--- config.mk ---
export PLATFORM = sky130hd
export DESIGN_NAME = manchester_edge_interval_decoder_flat
export DESIGN_NICKNAME = d
export VERILOG_FILES = /design/src/hdl/med_pkg.sv /design/src/hdl/med_if.sv /design/src/hdl/med_cfg_regs.sv /design/src/hdl/med_classifier.sv /design/src/hdl/med_class_fifo.sv /design/src/hdl/med_decoder.sv /design/src/hdl/manchester_edge_interval_decoder.sv /design/src/flat_wrapper.sv
export SDC_FILE = /design/constraint.sdc
export NUM_CORES = 1
export LEC_CHECK = 0
export BUFFER_PORTS_ARGS = -buffer_cell sky130_fd_sc_hd__buf_2
export CORE_ASPECT_RATIO = 1.25
export CORE_MARGIN = 4
export CORE_UTILIZATION = 45
export CTS_BUF_LIST = sky130_fd_sc_hd__clkbuf_4 sky130_fd_sc_hd__clkbuf_8
export CTS_CLUSTER_SIZE = 10
export DETAILED_ROUTE_END_ITERATION = 12
export PLACE_DENSITY = 0.68
export SLEW_MARGIN = 20
export SYNTH_ARGS = -nofsm -noshare
export SYNTH_HDL_FRONTEND = slang
export SYNTH_SLANG_ARGS = --single-unit
--- constraint.sdc ---
create_clock -name clk -period 5.2 [get_ports clk]
set_input_delay 0 -clock clk [delete_from_list [all_inputs] [get_ports clk]]
set_output_delay 0 -clock clk [all_outputs]
set_load 0.01 [all_outputs]
--- src/hdl/med_pkg.sv ---
// ----------------------------------------------------------------------------
// med_pkg
// Shared types, constants and helpers of the Manchester edge-interval decoder.
// ----------------------------------------------------------------------------
package med_pkg;

  // Word and field widths
  localparam int WordBits = 16;
  localparam int BitCntW  = $clog2(WordBits + 1);
  localparam int TicksW   = 16;
  localparam int PeriodW  = 16;
  localparam int ScaledW  = 24;
  localparam int StatusW  = 3;
  localparam int AddrW    = 3;
  localparam int DataW    = 32;

  // Data bit count of one word, at bit counter width
  localparam logic [BitCntW-1:0] WordCnt = BitCntW'(WordBits);

  // Class queue between front and back
  localparam int QDepth = 2;
  localparam int QPtrW  = $clog2(QDepth);
  localparam int QCntW  = $clog2(QDepth + 1);

  // Register reset values
  localparam logic [PeriodW-1:0] PeriodReset     = 16'd2880;
  localparam logic               InitParityReset = 1'b1;

  // Register indexes (paddr[2])
  localparam logic REG_BIT_PERIOD  = 1'b0;
  localparam logic REG_INIT_PARITY = 1'b1;

  // Result status codes
  typedef enum logic [StatusW-1:0] {
    ST_WAIT       = 3'd0,
    ST_BITS       = 3'd1,
    ST_PARITY     = 3'd2,
    ST_READY      = 3'd3,
    ST_ERR_LEN    = 3'd4,
    ST_ERR_STRUCT = 3'd5
  } status_t;

  // Interval classes produced by the front end
  typedef enum logic [2:0] {
    CLS_LEN_ERR,
    CLS_HALF,
    CLS_FULL,
    CLS_SYNC_15,
    CLS_SYNC_2
  } class_t;

  // Interval thresholds: period times 26, 76, 126, 176 and 226
  typedef struct packed {
    logic [ScaledW-1:0] t26;
    logic [ScaledW-1:0] t76;
    logic [ScaledW-1:0] t126;
    logic [ScaledW-1:0] t176;
    logic [ScaledW-1:0] t226;
  } thr_t;

  // Queue status seen by both ends
  typedef struct packed {
    logic full;
    logic nonempty;
  } q_status_t;

  function automatic thr_t thr_calc(input logic [PeriodW-1:0] per);
    thr_t               t;
    logic [ScaledW-1:0] p;
    p      = ScaledW'(per);
    t.t26  = p * ScaledW'(26);
    t.t76  = p * ScaledW'(76);
    t.t126 = p * ScaledW'(126);
    t.t176 = p * ScaledW'(176);
    t.t226 = p * ScaledW'(226);
    return t;
  endfunction

endpackage

--- src/hdl/med_if.sv ---
// ----------------------------------------------------------------------------
// med_in_if / med_out_if
// Valid/ready channels for interval beats and decoded result beats.
// ----------------------------------------------------------------------------
interface med_in_if;
  logic                       valid;
  logic                       ready;
  logic [med_pkg::TicksW-1:0] interval_ticks;

  modport source (output valid, output interval_ticks, input ready);
  modport sink (input valid, input interval_ticks, output ready);
endinterface

interface med_out_if;
  logic                         valid;
  logic                         ready;
  logic [med_pkg::StatusW-1:0]  status;
  logic [med_pkg::WordBits-1:0] word_data;
  logic                         is_command;

  modport source (output valid, output status, output word_data, output is_command,
                  input ready);
  modport sink (input valid, input status, input word_data, input is_command,
                output ready);
endinterface

--- src/hdl/med_cfg_regs.sv ---
// ----------------------------------------------------------------------------
// med_cfg_regs
// APB register file: bit period and parity seed, plus derived thresholds.
// ----------------------------------------------------------------------------
module med_cfg_regs (
  input  logic                         clk,
  input  logic                         rst_n,
  input  logic                         psel,
  input  logic                         penable,
  input  logic                         pwrite,
  input  logic [med_pkg::AddrW-1:0]    paddr,
  input  logic [med_pkg::DataW-1:0]    pwdata,
  output logic [med_pkg::DataW-1:0]    prdata,
  output logic                         pready,
  output med_pkg::thr_t                thr,
  output logic                         init_parity
);

  logic [med_pkg::PeriodW-1:0] period_r, period_nxt;
  logic                        parity_r, parity_nxt;
  med_pkg::thr_t               thr_r, thr_nxt;
  logic                        wr_en;

  assign pready = 1'b1;
  assign wr_en  = psel & penable & pwrite;

  // Decode writes; thresholds follow the period
  always_comb begin
    period_nxt = period_r;
    parity_nxt = parity_r;
    thr_nxt    = thr_r;
    if (wr_en) begin
      case (paddr[2])
        med_pkg::REG_BIT_PERIOD: begin
          period_nxt = pwdata[med_pkg::PeriodW-1:0];
          thr_nxt    = med_pkg::thr_calc(pwdata[med_pkg::PeriodW-1:0]);
        end
        med_pkg::REG_INIT_PARITY: begin
          parity_nxt = pwdata[0];
        end
        default: begin
          period_nxt = period_r;
        end
      endcase
    end
  end

  always_ff @(posedge clk) begin
    if (!rst_n) begin
      period_r <= med_pkg::PeriodReset;
      parity_r <= med_pkg::InitParityReset;
      thr_r    <= med_pkg::thr_calc(med_pkg::PeriodReset);
    end else begin
      period_r <= period_nxt;
      parity_r <= parity_nxt;
      thr_r    <= thr_nxt;
    end
  end

  // Read back
  always_comb begin
    case (paddr[2])
      med_pkg::REG_BIT_PERIOD:  prdata = med_pkg::DataW'(period_r);
      med_pkg::REG_INIT_PARITY: prdata = med_pkg::DataW'(parity_r);
      default:                  prdata = '0;
    endcase
  end

  assign thr         = thr_r;
  assign init_parity = parity_r;

endmodule

--- src/hdl/med_classifier.sv ---
// ----------------------------------------------------------------------------
// med_classifier
// Front end: accepts interval beats and sorts them into classes.
// ----------------------------------------------------------------------------
module med_classifier (
  med_in_if.sink                    in_ch,
  input  med_pkg::thr_t             thr,
  input  med_pkg::q_status_t        q_st,
  output logic                      push,
  output med_pkg::class_t           push_cls
);

  logic [med_pkg::ScaledW-1:0] scaled;

  // Take a beat whenever the queue has room
  assign in_ch.ready = ~q_st.full;
  assign push        = in_ch.valid & ~q_st.full;

  assign scaled = med_pkg::ScaledW'(in_ch.interval_ticks) * med_pkg::ScaledW'(100);

  // Compare 100*ticks against the period multiples
  always_comb begin
    if (scaled < thr.t26 || scaled >= thr.t226) begin
      push_cls = med_pkg::CLS_LEN_ERR;
    end else if (scaled < thr.t76) begin
      push_cls = med_pkg::CLS_HALF;
    end else if (scaled < thr.t126) begin
      push_cls = med_pkg::CLS_FULL;
    end else if (scaled < thr.t176) begin
      push_cls = med_pkg::CLS_SYNC_15;
    end else begin
      push_cls = med_pkg::CLS_SYNC_2;
    end
  end

endmodule

--- src/hdl/med_class_fifo.sv ---
// ----------------------------------------------------------------------------
// med_class_fifo
// Short queue of interval classes between the front and back ends.
// ----------------------------------------------------------------------------
module med_class_fifo (
  input  logic                 clk,
  input  logic                 rst_n,
  input  logic                 push,
  input  med_pkg::class_t      push_cls,
  input  logic                 pop,
  output med_pkg::class_t      head_cls,
  output med_pkg::q_status_t   q_st
);

  med_pkg::class_t             mem_r [med_pkg::QDepth];
  logic [med_pkg::QPtrW-1:0]   wr_ptr_r, wr_ptr_nxt;
  logic [med_pkg::QPtrW-1:0]   rd_ptr_r, rd_ptr_nxt;
  logic [med_pkg::QCntW-1:0]   cnt_r, cnt_nxt;

  // Advance pointers and count
  always_comb begin
    wr_ptr_nxt = push ? wr_ptr_r + 1'b1 : wr_ptr_r;
    rd_ptr_nxt = pop ? rd_ptr_r + 1'b1 : rd_ptr_r;
    cnt_nxt    = cnt_r;
    if (push && !pop) begin
      cnt_nxt = cnt_r + 1'b1;
    end else if (pop && !push) begin
      cnt_nxt = cnt_r - 1'b1;
    end
  end

  always_ff @(posedge clk) begin
    if (!rst_n) begin
      wr_ptr_r <= '0;
      rd_ptr_r <= '0;
      cnt_r    <= '0;
    end else begin
      wr_ptr_r <= wr_ptr_nxt;
      rd_ptr_r <= rd_ptr_nxt;
      cnt_r    <= cnt_nxt;
    end
  end

  // Store entries
  always_ff @(posedge clk) begin
    if (push) begin
      mem_r[wr_ptr_r] <= push_cls;
    end
  end

  assign head_cls      = mem_r[rd_ptr_r];
  assign q_st.full     = (cnt_r == med_pkg::QCntW'(med_pkg::QDepth));
  assign q_st.nonempty = (cnt_r != '0);

endmodule

--- src/hdl/med_decoder.sv ---
// ----------------------------------------------------------------------------
// med_decoder
// Back end: tracks line level and framing, shifts in bits, checks parity.
// ----------------------------------------------------------------------------
module med_decoder (
  input  logic                 clk,
  input  logic                 rst_n,
  input  med_pkg::class_t      head_cls,
  input  med_pkg::q_status_t   q_st,
  input  logic                 init_parity,
  output logic                 pop,
  med_out_if.source            out_ch
);

  // Decoder state
  logic                          level_r, level_nxt;
  logic [1:0]                    half_r, half_nxt;
  logic [med_pkg::BitCntW-1:0]   bcnt_r, bcnt_nxt;
  logic                          in_word_r, in_word_nxt;
  logic [med_pkg::WordBits-1:0]  shift_r, shift_nxt;
  logic                          par_r, par_nxt;
  logic                          pend_cmd_r, pend_cmd_nxt;
  logic [med_pkg::WordBits-1:0]  word_r, word_nxt;
  logic                          cmd_r, cmd_nxt;

  // Output register
  logic                          out_valid_r, out_valid_nxt;
  med_pkg::status_t              out_status_r;
  logic [med_pkg::WordBits-1:0]  out_word_r;
  logic                          out_cmd_r;

  med_pkg::status_t              st;
  logic [2:0]                    hb;
  logic                          len_err;
  logic                          flip;

  // Load a new result when the output register is free or being drained
  assign pop = q_st.nonempty & (~out_valid_r | out_ch.ready);

  // Apply one interval class to the decoder state
  always_comb begin
    level_nxt    = ~level_r;
    hb           = {1'b0, half_r};
    in_word_nxt  = in_word_r;
    shift_nxt    = shift_r;
    par_nxt      = par_r;
    bcnt_nxt     = bcnt_r;
    pend_cmd_nxt = pend_cmd_r;
    word_nxt     = word_r;
    cmd_nxt      = cmd_r;
    st           = med_pkg::ST_WAIT;
    len_err      = 1'b0;
    flip         = 1'b0;

    case (head_cls)
      med_pkg::CLS_HALF: begin
        hb = hb + 3'd1;
      end
      med_pkg::CLS_FULL: begin
        hb = hb + 3'd2;
      end
      med_pkg::CLS_SYNC_15, med_pkg::CLS_SYNC_2: begin
        in_word_nxt  = 1'b1;
        shift_nxt    = '0;
        par_nxt      = init_parity;
        bcnt_nxt     = '0;
        hb           = (head_cls == med_pkg::CLS_SYNC_15) ? 3'd1 : 3'd2;
        pend_cmd_nxt = ~level_nxt;
      end
      default: begin
        len_err = 1'b1;
      end
    endcase

    if (len_err) begin
      // Drop framing on a bad interval
      bcnt_nxt    = '0;
      hb          = '0;
      in_word_nxt = 1'b0;
      st          = med_pkg::ST_ERR_LEN;
    end else if (hb >= 3'd3) begin
      bcnt_nxt    = '0;
      hb          = '0;
      in_word_nxt = 1'b0;
      st          = med_pkg::ST_ERR_STRUCT;
    end else if (!in_word_nxt) begin
      st = med_pkg::ST_WAIT;
    end else if (hb == 3'd2) begin
      if (bcnt_nxt < med_pkg::WordCnt) begin
        // Shift in one data bit, MSB first
        shift_nxt = {shift_nxt[med_pkg::WordBits-2:0], level_nxt};
        par_nxt   = par_nxt ^ level_nxt;
        bcnt_nxt  = bcnt_nxt + 1'b1;
        hb        = '0;
        st        = (bcnt_nxt < med_pkg::WordCnt) ? med_pkg::ST_BITS : med_pkg::ST_PARITY;
      end else begin
        // Parity bit: a mismatch means the polarity was read inverted
        flip         = level_nxt ^ par_nxt;
        word_nxt     = shift_nxt ^ {med_pkg::WordBits{flip}};
        cmd_nxt      = pend_cmd_nxt ^ flip;
        level_nxt    = level_nxt ^ flip;
        shift_nxt    = '0;
        pend_cmd_nxt = 1'b0;
        bcnt_nxt     = '0;
        hb           = '0;
        in_word_nxt  = 1'b0;
        st           = med_pkg::ST_READY;
      end
    end else begin
      st = (bcnt_nxt < med_pkg::WordCnt) ? med_pkg::ST_BITS : med_pkg::ST_PARITY;
    end

    half_nxt = hb[1:0];
  end

  // Hold or drain the output beat
  always_comb begin
    if (pop) begin
      out_valid_nxt = 1'b1;
    end else if (out_ch.ready) begin
      out_valid_nxt = 1'b0;
    end else begin
      out_valid_nxt = out_valid_r;
    end
  end

  always_ff @(posedge clk) begin
    if (!rst_n) begin
      level_r      <= 1'b0;
      half_r       <= '0;
      bcnt_r       <= '0;
      in_word_r    <= 1'b0;
      shift_r      <= '0;
      par_r        <= 1'b0;
      pend_cmd_r   <= 1'b0;
      word_r       <= '0;
      cmd_r        <= 1'b0;
      out_valid_r  <= 1'b0;
      out_status_r <= med_pkg::ST_WAIT;
      out_word_r   <= '0;
      out_cmd_r    <= 1'b0;
    end else begin
      out_valid_r <= out_valid_nxt;
      if (pop) begin
        level_r      <= level_nxt;
        half_r       <= half_nxt;
        bcnt_r       <= bcnt_nxt;
        in_word_r    <= in_word_nxt;
        shift_r      <= shift_nxt;
        par_r        <= par_nxt;
        pend_cmd_r   <= pend_cmd_nxt;
        word_r       <= word_nxt;
        cmd_r        <= cmd_nxt;
        out_status_r <= st;
        out_word_r   <= word_nxt;
        out_cmd_r    <= cmd_nxt;
      end
    end
  end

  assign out_ch.valid      = out_valid_r;
  assign out_ch.status     = out_status_r;
  assign out_ch.word_data  = out_word_r;
  assign out_ch.is_command = out_cmd_r;

endmodule

--- src/hdl/manchester_edge_interval_decoder.sv ---
// ----------------------------------------------------------------------------
// manchester_edge_interval_decoder
// Manchester II word receiver driven by measured edge-to-edge intervals.
// ----------------------------------------------------------------------------
// Each input beat is the tick count between two line edges and yields exactly
// one result beat: a status code plus the last completed word and its command
// flag. The block takes one beat per clock while the class queue has room. A
// beat is classified against the configured bit period in the cycle it is
// accepted and lands in a two-entry class queue; the decoder pops one class
// per cycle into the output register while that register is free or being
// drained. With the output stalled, the queue absorbs two more beats before
// input ready drops.
// Write bit_period_ticks and initial_parity only while no beat is in flight.
// ----------------------------------------------------------------------------
module manchester_edge_interval_decoder (
  input  logic                       clk,
  input  logic                       rst_n,
  med_in_if.sink                     in_ch,
  med_out_if.source                  out_ch,
  input  logic                       psel,
  input  logic                       penable,
  input  logic                       pwrite,
  input  logic [med_pkg::AddrW-1:0]  paddr,
  input  logic [med_pkg::DataW-1:0]  pwdata,
  output logic [med_pkg::DataW-1:0]  prdata,
  output logic                       pready
);

  med_pkg::thr_t       thr;
  logic                init_parity;
  med_pkg::q_status_t  q_st;
  logic                push;
  logic                pop;
  med_pkg::class_t     push_cls;
  med_pkg::class_t     head_cls;

  med_cfg_regs u_cfg (
    .clk         (clk),
    .rst_n       (rst_n),
    .psel        (psel),
    .penable     (penable),
    .pwrite      (pwrite),
    .paddr       (paddr),
    .pwdata      (pwdata),
    .prdata      (prdata),
    .pready      (pready),
    .thr         (thr),
    .init_parity (init_parity)
  );

  med_classifier u_front (
    .in_ch    (in_ch),
    .thr      (thr),
    .q_st     (q_st),
    .push     (push),
    .push_cls (push_cls)
  );

  med_class_fifo u_queue (
    .clk      (clk),
    .rst_n    (rst_n),
    .push     (push),
    .push_cls (push_cls),
    .pop      (pop),
    .head_cls (head_cls),
    .q_st     (q_st)
  );

  med_decoder u_back (
    .clk         (clk),
    .rst_n       (rst_n),
    .head_cls    (head_cls),
    .q_st        (q_st),
    .init_parity (init_parity),
    .pop         (pop),
    .out_ch      (out_ch)
  );

  // Never pop an empty queue
  a_pop_nonempty: assert property (@(posedge clk) disable iff (!rst_n)
    pop |-> q_st.nonempty)
    else $error("class queue popped while empty");

  // Input backpressure only follows a stalled output beat
  a_bp_cause: assert property (@(posedge clk) disable iff (!rst_n)
    !in_ch.ready |-> $past(out_ch.valid && !out_ch.ready))
    else $error("input stalled without output backpressure");

  // Reported word changes only with a word-ready status
  a_word_on_ready: assert property (@(posedge clk) disable iff (!rst_n)
    (out_ch.valid && !$stable(out_ch.word_data)) |-> (out_ch.status == med_pkg::ST_READY))
    else $error("word changed without word-ready status");

endmodule
--- src/flat_wrapper.sv ---
// flat-port wrapper written by rule: the top's interface ports become plain ports
module manchester_edge_interval_decoder_flat 
  (clk, rst_n, psel, penable, pwrite, paddr, pwdata, prdata, pready, in_ch_valid, in_ch_interval_ticks, in_ch_ready, out_ch_valid, out_ch_status, out_ch_word_data, out_ch_is_command, out_ch_ready);
  med_in_if in_ch_i ();
  med_out_if out_ch_i ();
  input  logic clk;
  input  logic rst_n;
  input  logic psel;
  input  logic penable;
  input  logic pwrite;
  input  logic [med_pkg::AddrW-1:0] paddr;
  input  logic [med_pkg::DataW-1:0] pwdata;
  output logic [med_pkg::DataW-1:0] prdata;
  output logic pready;
  input wire logic [$bits(in_ch_i.valid)-1:0] in_ch_valid;
  input wire logic [$bits(in_ch_i.interval_ticks)-1:0] in_ch_interval_ticks;
  output wire logic [$bits(in_ch_i.ready)-1:0] in_ch_ready;
  output wire logic [$bits(out_ch_i.valid)-1:0] out_ch_valid;
  output wire logic [$bits(out_ch_i.status)-1:0] out_ch_status;
  output wire logic [$bits(out_ch_i.word_data)-1:0] out_ch_word_data;
  output wire logic [$bits(out_ch_i.is_command)-1:0] out_ch_is_command;
  input wire logic [$bits(out_ch_i.ready)-1:0] out_ch_ready;
  assign in_ch_i.valid = in_ch_valid;
  assign in_ch_i.interval_ticks = in_ch_interval_ticks;
  assign in_ch_ready = in_ch_i.ready;
  assign out_ch_valid = out_ch_i.valid;
  assign out_ch_status = out_ch_i.status;
  assign out_ch_word_data = out_ch_i.word_data;
  assign out_ch_is_command = out_ch_i.is_command;
  assign out_ch_i.ready = out_ch_ready;
  manchester_edge_interval_decoder u_core (.clk(clk), .rst_n(rst_n), .in_ch(in_ch_i), .out_ch(out_ch_i), .psel(psel), .penable(penable), .pwrite(pwrite), .paddr(paddr), .pwdata(pwdata), .prdata(prdata), .pready(pready));
endmodule
# Word level (Yosys, flattened, before mapping)
# Memory sizes are Yosys's and may differ from the RTL's. A register that Yosys moved wholly into a read port is not among the register bits.
# Cells that the tools add are included.
[totals]
reg_bits = 175
ramBits = 6
in_bits = 58
out_inout_bits = 55
wordCells = 148
memories = 1
[classes]
addsub = 7
n_mul = 6
magnitude_cmp = 8
n_eq_ne = 6
mux = 71
bitwise = 15
reduce_logical = 13
[memory_table]
columns = ["memory", "depth", "word_bits", "read_ports", "rd_clocked_by_memory_dff", "wr", "line", "text"]
rows = [
  ["u_core.u_queue.mem_r", 2, 3, 1, 1, 1, "med_class_fifo.sv:15", "med_pkg::class_t mem_r [med_pkg::QDepth];"],
]
[op_table]
columns = ["operator", "count"]
rows = [
  ["$mux W16", 11],
  ["$pmux W32 S2", 1],
  ["$lt A23 B23 Y1", 2],
  ["$mul A16 B5 Y21 const B", 2],
  ["$mul A16 B4 Y20 const B", 2],
  ["$mux W1", 34],
  ["$mux W5", 6],
  ["$ge A23 B24 Y1", 1],
  ["$lt A23 B24 Y1", 1],
  ["$mux W3", 8],
  ["$lt A23 B21 Y1", 1],
  ["$mul A16 B7 Y23 const B", 1],
  ["$mul A16 B6 Y22 const B", 1],
  ["$mux W2", 10],
  ["$xor A16 B16 Y16", 1],
  ["$lt A5 B5 Y1 const B", 2],
  ["$eq A3 B2 Y1 const B", 3],
  ["$pmux W3 S3", 1],
  ["$not A1 Y1", 6],
  ["$reduce_and A6 Y1", 1],
  ["$reduce_bool A2 Y1", 3],
  ["$add A5 B1 Y5 const B", 1],
  ["$and A1 B1 Y1", 4],
  ["$reduce_and A2 Y1", 2],
  ["other kinds (16)", 21],
]

# Longest topological paths before layout
# Gate-level depths: netlist (run 1).
[depth]
depth_word = 11
depth_mapped = 22
ltp_nobuf = 22

# Cells and area by module
# Synthesis (run 1) repeated with hierarchy kept, for this count alone.
[unflattened]
cells_unflattened = 2203
hier_area_um2 = 18836.8
[by_module_without_submodules]
columns = ["mod", "instances", "cells_per_inst", "area_per_inst_um2"]
rows = [
  ["med_cfg_regs", 1, 1343, 11648.7],
  ["med_classifier", 1, 564, 4301.6],
  ["med_decoder", 1, 265, 2451.1],
  ["med_class_fifo", 1, 31, 435.4],
]

# Worst setup path after synthesis (run 1)
# OpenSTA, ideal clock, no wires.
[synth_timing]
path_type = "input -> register"
start = "input in_ch_interval_ticks[5]"
end = "memory u_core.u_queue.mem_r[0][1] in the netlist's numbering (data pin)"
setup_time_ns = 0.176
arrival_ns = 4.496
t_required_ns = 5.024
path_slack_ns = 0.528
path_stages = 21
path_buffers = 0
path_cell_list = "ha_1 > ha_1 > inv_1 > fa_1 > inv_1 > ha_1 > a21oi_1 > nand2_1 > or4_1 > a31o_2 > a21oi_1 > xnor2_1 > ha_1 > a21o_1 > a21o_1 > a21o_1 > a211o_1 > a21oi_1 > o211ai_1 > o2bb2ai_1 > nor3b_1"
[synth_via]
elab_chain_cells = 6
[synth_lines]
columns = ["element", "line", "text"]
rows = [
  ["start, declared", "flat_wrapper.sv:16", "input wire logic [$bits(in_ch_i.interval_ticks)-1:0] in_ch_interval_ticks;"],
  ["$mul A16 B5 Y21 (*)", "med_classifier.sv:19", "assign scaled = med_pkg::ScaledW'(in_ch.interval_ticks) * med_pkg::ScaledW'(100);"],
  ["$lt A23 B24 Y1", "med_classifier.sv:29", "end else if (scaled < thr.t176) begin"],
  ["$mux W3", "med_classifier.sv:29", ""],
  ["$mux W3", "med_classifier.sv:27", "end else if (scaled < thr.t126) begin"],
  ["$mux W3", "med_classifier.sv:25", "end else if (scaled < thr.t76) begin"],
  ["$mux W3 (*)", "med_classifier.sv:23", "if (scaled < thr.t26 || scaled >= thr.t226) begin"],
  ["via u_core.push_cls[1]", "manchester_edge_interval_decoder.sv:34", "med_pkg::class_t push_cls;"],
  ["end, declared", "med_class_fifo.sv:15", ""],
]
# The timed path passes the listed nets; every way through them passes the cells marked *.

# Final worst setup path (run 1)
[layout_timing]
start = "input in_ch_interval_ticks[5]"
end = "memory u_core.u_queue.mem_r[0][0] in the netlist's numbering (data pin)"
# The elaborated chain is that of the path after synthesis.

==> impl_metrics.toml, run 1 <==
[clock_tree]
cts_resized = 0
h-tree-depth = 4
clkTransAtPathRegs_ps = 100
cts_setup_buffers = 0
clkLatencyLatePin_ps = 520
ctsRootBufferMaster = "clkbuf_8"
clk_path_buf_depth = 2
ctsHoldBuffers = 17
cts_sinks = 170
cts_tree = "yes"
cts_buffers = 17

[yosys]
yosys_register_bits = 170
async_reset_ff_share_pct = 0
post-synth-top-area-cell = "ha_1"
yosys-top-cells-area = "ha_1 23%, dfxtp_1 18%, fa_1 11%, inv_1 8.4%, a21oi_1 4.7%"
syn_avg_cell_area_um2 = 8.26
synth_compound_area_share_pct = 17.5
yosys_warnings = 0
synth_top_family_by_area = "adder cells"
synth_area_um2 = 18200
synthMuxAreaShare_pct = 0.978
synth_edf_count = 6
synthAdderAreaFrac_pct = 34.1
synth_most_common_cell = "inv_1"
synth_top_area_share_pct = 22.9
synth_xor_area_share_pct = 4.44
yosysUniqueCellTypes = 81
synth-simple-area-share_pct = 13.3
synth_seq_area_share_pct = 19.1
synth_ff_type = "dfxtp_1"
synth_common_cells = "405 x inv_1, 333 x ha_1, 226 x nand2_1"
synthCells = 2198

[worst_setup_path]
path_max_fanout = 4
reg2reg_to = "u_core.u_back.out_ch.is_command$_SDFFE_PN0P_"
critPathLaunchType = "primary input"
crit_arrival_ps = 4960
required_ps = 5460
path_class = "primary input to flip-flop"
crit_path_end_kind = "flip-flop"
reg2reg_setup_slack_ps = 1930
r2r_cells = 8

[sta]
fin_crit_sh_pct = 90.4
setup_viol = 0
slew_viol_final = 0
timing.setup.tns_ps = 0
slew_headroom_pct = 29.3
rsz0062_at_grt = "false"
worstMarginPinSlew_ps = 1030
finClkSkew_ps = 16.7
finalCriticalPeriod_ps = 4700
finalHoldViolations = 0
fmaxAchievable_mhz = 213

[detailed_routing]
wl_um = 45700
wl_met3_um = 1590
vias_per_cell = 5.38
wl_met1_um = 19800
drt-initial-drc-count = 747
ant_nets = 0
drc_errors = 0
dr.pass1.iters = 6
wl_per_cell_um = 16.4
route.met2.wl_um = 23100
vias = 15000
routed.top_layer = "met5"

[status]
status = "complete, no violations"

[die]
die_w_um = 188
io_pins = 113
die_y_um = 233
rows = 82
core_area_um2 = 40000
dieArea_um2 = 43700
initial_core_util_pct = 45.4

[place]
gp_congestion = 0.912
port_buffers = 77
hpwl_um = 37100
dp.cells = 2740

[cells_and_area]
layout-drive-gt1-share_pct = 7.27
nFillCells = 3807
layout.nets = 2764
layout.cells.non_filler = 2789
area_growth_pct = 8.22

[hold_path]
min_to = "u_core.u_cfg.period_r[10]$_SDFFE_PN0P_"
hold_path_depth = 3
holdCritStartpoint = "rst_n"
min_path_type = "primary input to flip-flop"

[pwr]
leakage_nw = 9.76
p_per_area_nw_per_um2 = 385
finalPower_w = 0.00757
vdd_drop_max_mv = 0.182

[global_route]
grt_max_degree = 152
gr-total-overflow = 0
antenna_found_initial = 2
grt_pass1_wl_um = 74800
track_usage_pct = 21.1
grt_pass1_vias = 14900

[job]
max_cap_viol_count = 0
## through the flow
stage | cell area (µm²) | setup WS, ps | hold WS [ps] | utilization [%]
6_report | 19700 | 500 | 58.7 | 49.1
5_1_grt | 19700 | 116 | 107 | 49.1
3_5_place_dp | 19000 | 18.1 | 366 | 47.6
4_1_cts | 19600 | 528 | 50.0 | 49.1
2_1_floorplan | 18200 | 528 | 125 | -
3_3_place_gp | 19000 | 64.8 | 353 | 47.6
## worst max path at each step
stage	from	to	slack, ps	cells past startpoint
final	in_ch_interval_ticks[5]	u_core.u_queue.mem_r[0][0]$_DFFE_PP_	500	23
after global routing	in_ch_interval_ticks[5]	u_core.u_queue.mem_r[0][1]$_DFFE_PP_	120	23
after global placement	in_ch_interval_ticks[5]	u_core.u_queue.mem_r[0][0]$_DFFE_PP_	60	23
after floorplan	in_ch_interval_ticks[5]	u_core.u_queue.mem_r[0][1]$_DFFE_PP_	530	21
after CTS	in_ch_interval_ticks[4]	u_core.u_queue.mem_r[1][1]$_DFFE_PP_	530	23
after detailed placement	in_ch_interval_ticks[5]	u_core.u_queue.mem_r[0][0]$_DFFE_PP_	20	23
## state kept, by name (all words and copies together) (netlist names), named ones only
name,count
u_core.u_back.bcnt_r,5
u_core.u_back.half_r,2
u_core.u_back.in_word_r,1
u_core.u_back.level_r,1
u_core.u_back.out_ch.is_command,1
u_core.u_back.out_ch.status,3
u_core.u_back.out_ch.valid,1
u_core.u_back.out_ch.word_data,16
u_core.u_back.par_r,1
u_core.u_back.pend_cmd_r,1
u_core.u_back.shift_r,16
u_core.u_cfg.init_parity,1
u_core.u_cfg.period_r,16
u_core.u_cfg.thr,94
u_core.u_queue.cnt_r,2
u_core.u_queue.mem_r,6
u_core.u_queue.rd_ptr_r,1
u_core.u_queue.wr_ptr_r,1
## cells in the final DEF, fill, tap and decap left out, types with 22 or more instances in the layout
cell type | synthesis | routed
inv_1 | 405 | 404
ha_1 | 333 | 333
nand2_1 | 226 | 226
a21oi_1 | 172 | 172
dfxtp_1 | 164 | 164
fa_1 | 101 | 101
nor2_1 | 87 | 85
buf_2 | 2 | 77
o21ai_0 | 70 | 70
nand3_1 | 49 | 49
xor2_1 | 46 | 46
xnor2_1 | 43 | 43
a21o_1 | 40 | 40
o211ai_1 | 38 | 38
nor2b_1 | 26 | 26
a211oi_1 | 24 | 24
buf_4 | 21 | 24
nor3_1 | 22 | 22
## power breakdown
| group | total [W] | switching (W) | internal, W |
|---|---|---|---|
| clock network | 0.00107 | 0.000533 | 0.000537 |
| registers | 0.00149 | 0.0000744 | 0.00141 |
| logic | 0.00501 | 0.00295 | 0.00206 |
| total | 0.00757 | 0.00356 | 0.00401 |
## critical path, cell delays in order
cell,delay [ps]
buf_2,130
ha_1,300
ha_1,280
inv_1,50
fa_1,490
inv_1,50
ha_1,340
a21oi_1,190
nand2_1,90
or4_1,520
a31o_2,280
a21oi_1,220
o21bai_1,80
a21oi_1,170
xnor2_1,240
buf_4,210
ha_1,230
o21ai_0,170
o21bai_1,90
a21o_1,190
a221o_1,300
a21boi_0,130
o21ba_2,210
## final cells by class
type / count / area, µm² / area share (%)
multi-input combinational: 1558 / 12800 / 65.3
clock inverter: 13 / 190 / 0.968
inverter: 406 / 1530 / 7.76
timing repair buffer: 119 / 756 / 3.85
sequential: 170 / 3460 / 17.6
clock buffer: 18 / 248 / 1.26
tap: 504 / 631 / 3.21
antenna: 1 / 2.50 / 0.0127
## logic make-up after synthesis
kind of cell	Yosys count
mux	16
buf+inv	485
compound gates	487
flops	170
simple gates	514
xor+xnor	90
fa+ha+maj	434
other cells	2
## per-layer routing
metal / track usage (%) / vias to the layer above
met2: 38.4 / 249
met1: 25.7 / 7164
met4: 7.50 / 2
li1: - / 7524
met3: 2.37 / 70
met5: 0 / -
Note: power is estimated with default switching activity, not from simulation.
==> run 2: changes to the inputs <==
SYNTH_HIERARCHICAL = 1   (was default)
==> run 2 against run 1 <==
Final area rose by 2.6%. Routed wire length rose by 7.1%. First-iteration DRC count rose by 3.1%. Cell count rose by 1.4%. Sequential power barely moved. Critical endpoint is now u_core/u_cfg/thr[23]$_SDFFE_PN0P_. Non-clock buffer count fell by 2. Register-to-register slack improved by 260 ps.
==> impl_metrics.toml, run 2 <==
[status]
status = "complete, no violations"

[global_route]
grt_max_degree = 87
grt_pass1_vias = 15400
grt_pass1_wl_um = 77900
antenna_found_initial = 1
track_usage_pct = 21.4
gr-total-overflow = 0

[clock_tree]
cts_buffers = 17
cts_setup_buffers = 0
clkLatencyLatePin_ps = 510
h-tree-depth = 4
clkTransAtPathRegs_ps = 90
cts_sinks = 170
clk_path_buf_depth = 2
cts_tree = "yes"
ctsRootBufferMaster = "clkbuf_8"
cts_resized = 0

[worst_setup_path]
crit_arrival_ps = 5040
reg2reg_setup_slack_ps = 2190
r2r_cells = 11
crit_path_frequent_cell = "inv_1"
max_stage_delay_ps = 720
crit_slowest_cell = "fa_1"
startpoint = "pwdata[7]"
cp.depth = 18
required_ps = 5590
cp_num_buf_inv = 6
reg2reg_to = "u_core/u_back/bcnt_r[2]$_SDFFE_PN0P_"
worstPathCellList = "dlygate4sd3_1 > buf_2 > inv_1 > fa_1 > inv_1 > ha_1 > ha_1 > inv_1 > fa_1 > inv_1 > ha_1 > nand4_1 > nor3b_1 > a21oi_1 > a21oi_1 > a21oi_1 > xnor2_1 > o21ai_0"
path_class = "primary input to flip-flop"
path_max_fanout = 10
cpLargestDelayFamily = "adder cells"
crit_path_end_kind = "flip-flop"
critPathLaunchType = "primary input"

[detailed_routing]
drt-initial-drc-count = 770
ant_nets = 0
vias_per_cell = 5.44
dr.pass1.iters = 6
wl_um = 48900
vias = 15400
wl_per_cell_um = 17.3
drc_errors = 0

[die]
die_w_um = 191
dieArea_um2 = 45200
core_area_um2 = 41200
io_pins = 113
rows = 83
initial_core_util_pct = 45.7
die_y_um = 237

[cells_and_area]
area_growth_pct = 7.08
layout.nets = 2762
nFillCells = 4010
largest_reg_flops = 94
final_cell_mix = "344 x inv_1, 340 x ha_1, 205 x nand2_1"
layout-drive-gt1-share_pct = 8.09
final_common_cell = "inv_1"

[sta]
finClkSkew_ps = 16.7
slew_headroom_pct = 39.3
finalCriticalPeriod_ps = 4660
slew_viol_final = 0
fin_crit_sh_pct = 89.6
finalHoldViolations = 0
timing.setup.tns_ps = 0
setup_slack_ps = 543
setup_viol = 0
rsz0062_at_grt = "false"
fmaxAchievable_mhz = 215
worstMarginPinSlew_ps = 911

[place]
hpwl_um = 39600
gp_congestion = 0.889
port_buffers = 77
place_ws_ps = 151

[yosys]
synth_common_cells = "344 x inv_1, 340 x ha_1, 205 x nand2_1"
yosys_warnings = 6
synth_top_area_share_pct = 22.6
yosysUniqueCellTypes = 109
synth_area_um2 = 18800
syn_avg_cell_area_um2 = 8.55
async_reset_ff_share_pct = 0
yosys-top-cells-area = "ha_1 23%, dfxtp_1 17%, fa_1 11%, inv_1 6.9%, nand2_1 4.1%"
synth_most_common_cell = "inv_1"
yosys_register_bits = 170
synth_seq_area_share_pct = 18.4
synth_edf_count = 6
synth_ff_type = "dfxtp_1"
synthCells = 2203
post-synth-top-area-cell = "ha_1"

[job]
max_cap_viol_count = 0

[hold_path]
min_path_type = "primary input to flip-flop"
holdCritStartpoint = "pwdata[8]"
min_to = "u_core/u_cfg/period_r[8]$_SDFFE_PN1P_"
hold_path_depth = 3

[pwr]
leakage_nw = 9.87
p_per_area_nw_per_um2 = 374
vdd_drop_max_mv = 0.204
finalPower_w = 0.00754
## run 2: changes by cell type after synthesis, sizes merged, moves of 13 or more
cell,delta
a21boi,+13
a21o,+13
a21oi,-43
and2,+15
buf,+37
inv,-60
nand2,-20
nand3,-18
nand4,+13
nor2,-15
o21ai,+27
o2bb2ai,+15
## run 2: final cells by class
cell class / count / area (µm²) / area share (%)
multi-input cells: 1611 / 13600 / 67.4
flip-flops and latches: 170 / 3460 / 17.2
inverters: 346 / 1300 / 6.44
repair buffers: 117 / 736 / 3.65
well taps: 552 / 691 / 3.42
clock buffers: 21 / 283 / 1.40
clock inverters: 10 / 93.8 / 0.465
diodes: 1 / 2.50 / 0.0124
## run 2: worst min-delay path: stages
cell and delay (ps):
buf_2 90, inv_1 200, o211ai_1 230
## run 2: cells by family (layout without fill, tap and decap cells)
family,Yosys count,in the layout,share of synthesized area [%]
other,2,32,0.0399
DFF,170,170,18.4
AOI/OAI and AO/OA,537,537,20.0
muxes,7,7,0.399
xor gates and xnor gates,97,97,4.61
buffers and inverters,451,494,10.1
and+or+nand+nor,497,497,13.2
adders and majority gates,442,442,33.4
## run 2: stage by stage
step	hold WS (ps)	instance area (µm²)	utilization (%)	cells
global placement	293	19600	47.5	2777
global route	43.7	20200	48.9	2828
floorplan	118	18900	-	2232
detailed placement	307	19600	47.5	2777
finish	50.7	20200	48.9	2828
CTS	6.31	20200	48.9	2827
## run 2: repair_timing
| item | CTS | global route |
|---|---|---|
| hold endpoints to repair | 31 | 0 |
| endpoints found under the setup margin | 0 | 0 |
| hold buffers | 19 | 0 |
## run 2: how the worst max path moves through the flow
stage | end | slack [ps]
6_report | u_core/u_cfg/thr[23]$_SDFFE_PN0P_ | 540
5_1_grt | u_core/u_cfg/thr[23]$_SDFFE_PN0P_ | 220
4_1_cts | u_core/u_cfg/thr[23]$_SDFFE_PN0P_ | 610
3_3_place_gp | u_core/u_queue/mem_r[0][2]$_DFFE_PP_ | 280
3_5_place_dp | u_core/u_queue/mem_r[1][2]$_DFFE_PP_ | 150
2_1_floorplan | u_core/u_queue/mem_r[0][2]$_DFFE_PP_ | 660
## run 2: power breakdown
part           switching, W  leakage (nW)  internal (W)
clock network      0.000517         0.187      0.000419
registers         0.0000669          1.39       0.00140
logic               0.00309          8.30       0.00205
total               0.00367          9.87       0.00387
## run 2: per-layer routing
layer	global-route usage (%)	vias up	routed length, µm
li1	-	7657	-
met4	9.91	0	2210
met3	2.48	97	2050
met2	37.7	360	23900
met5	0	-	0
met1	26.0	7273	20800
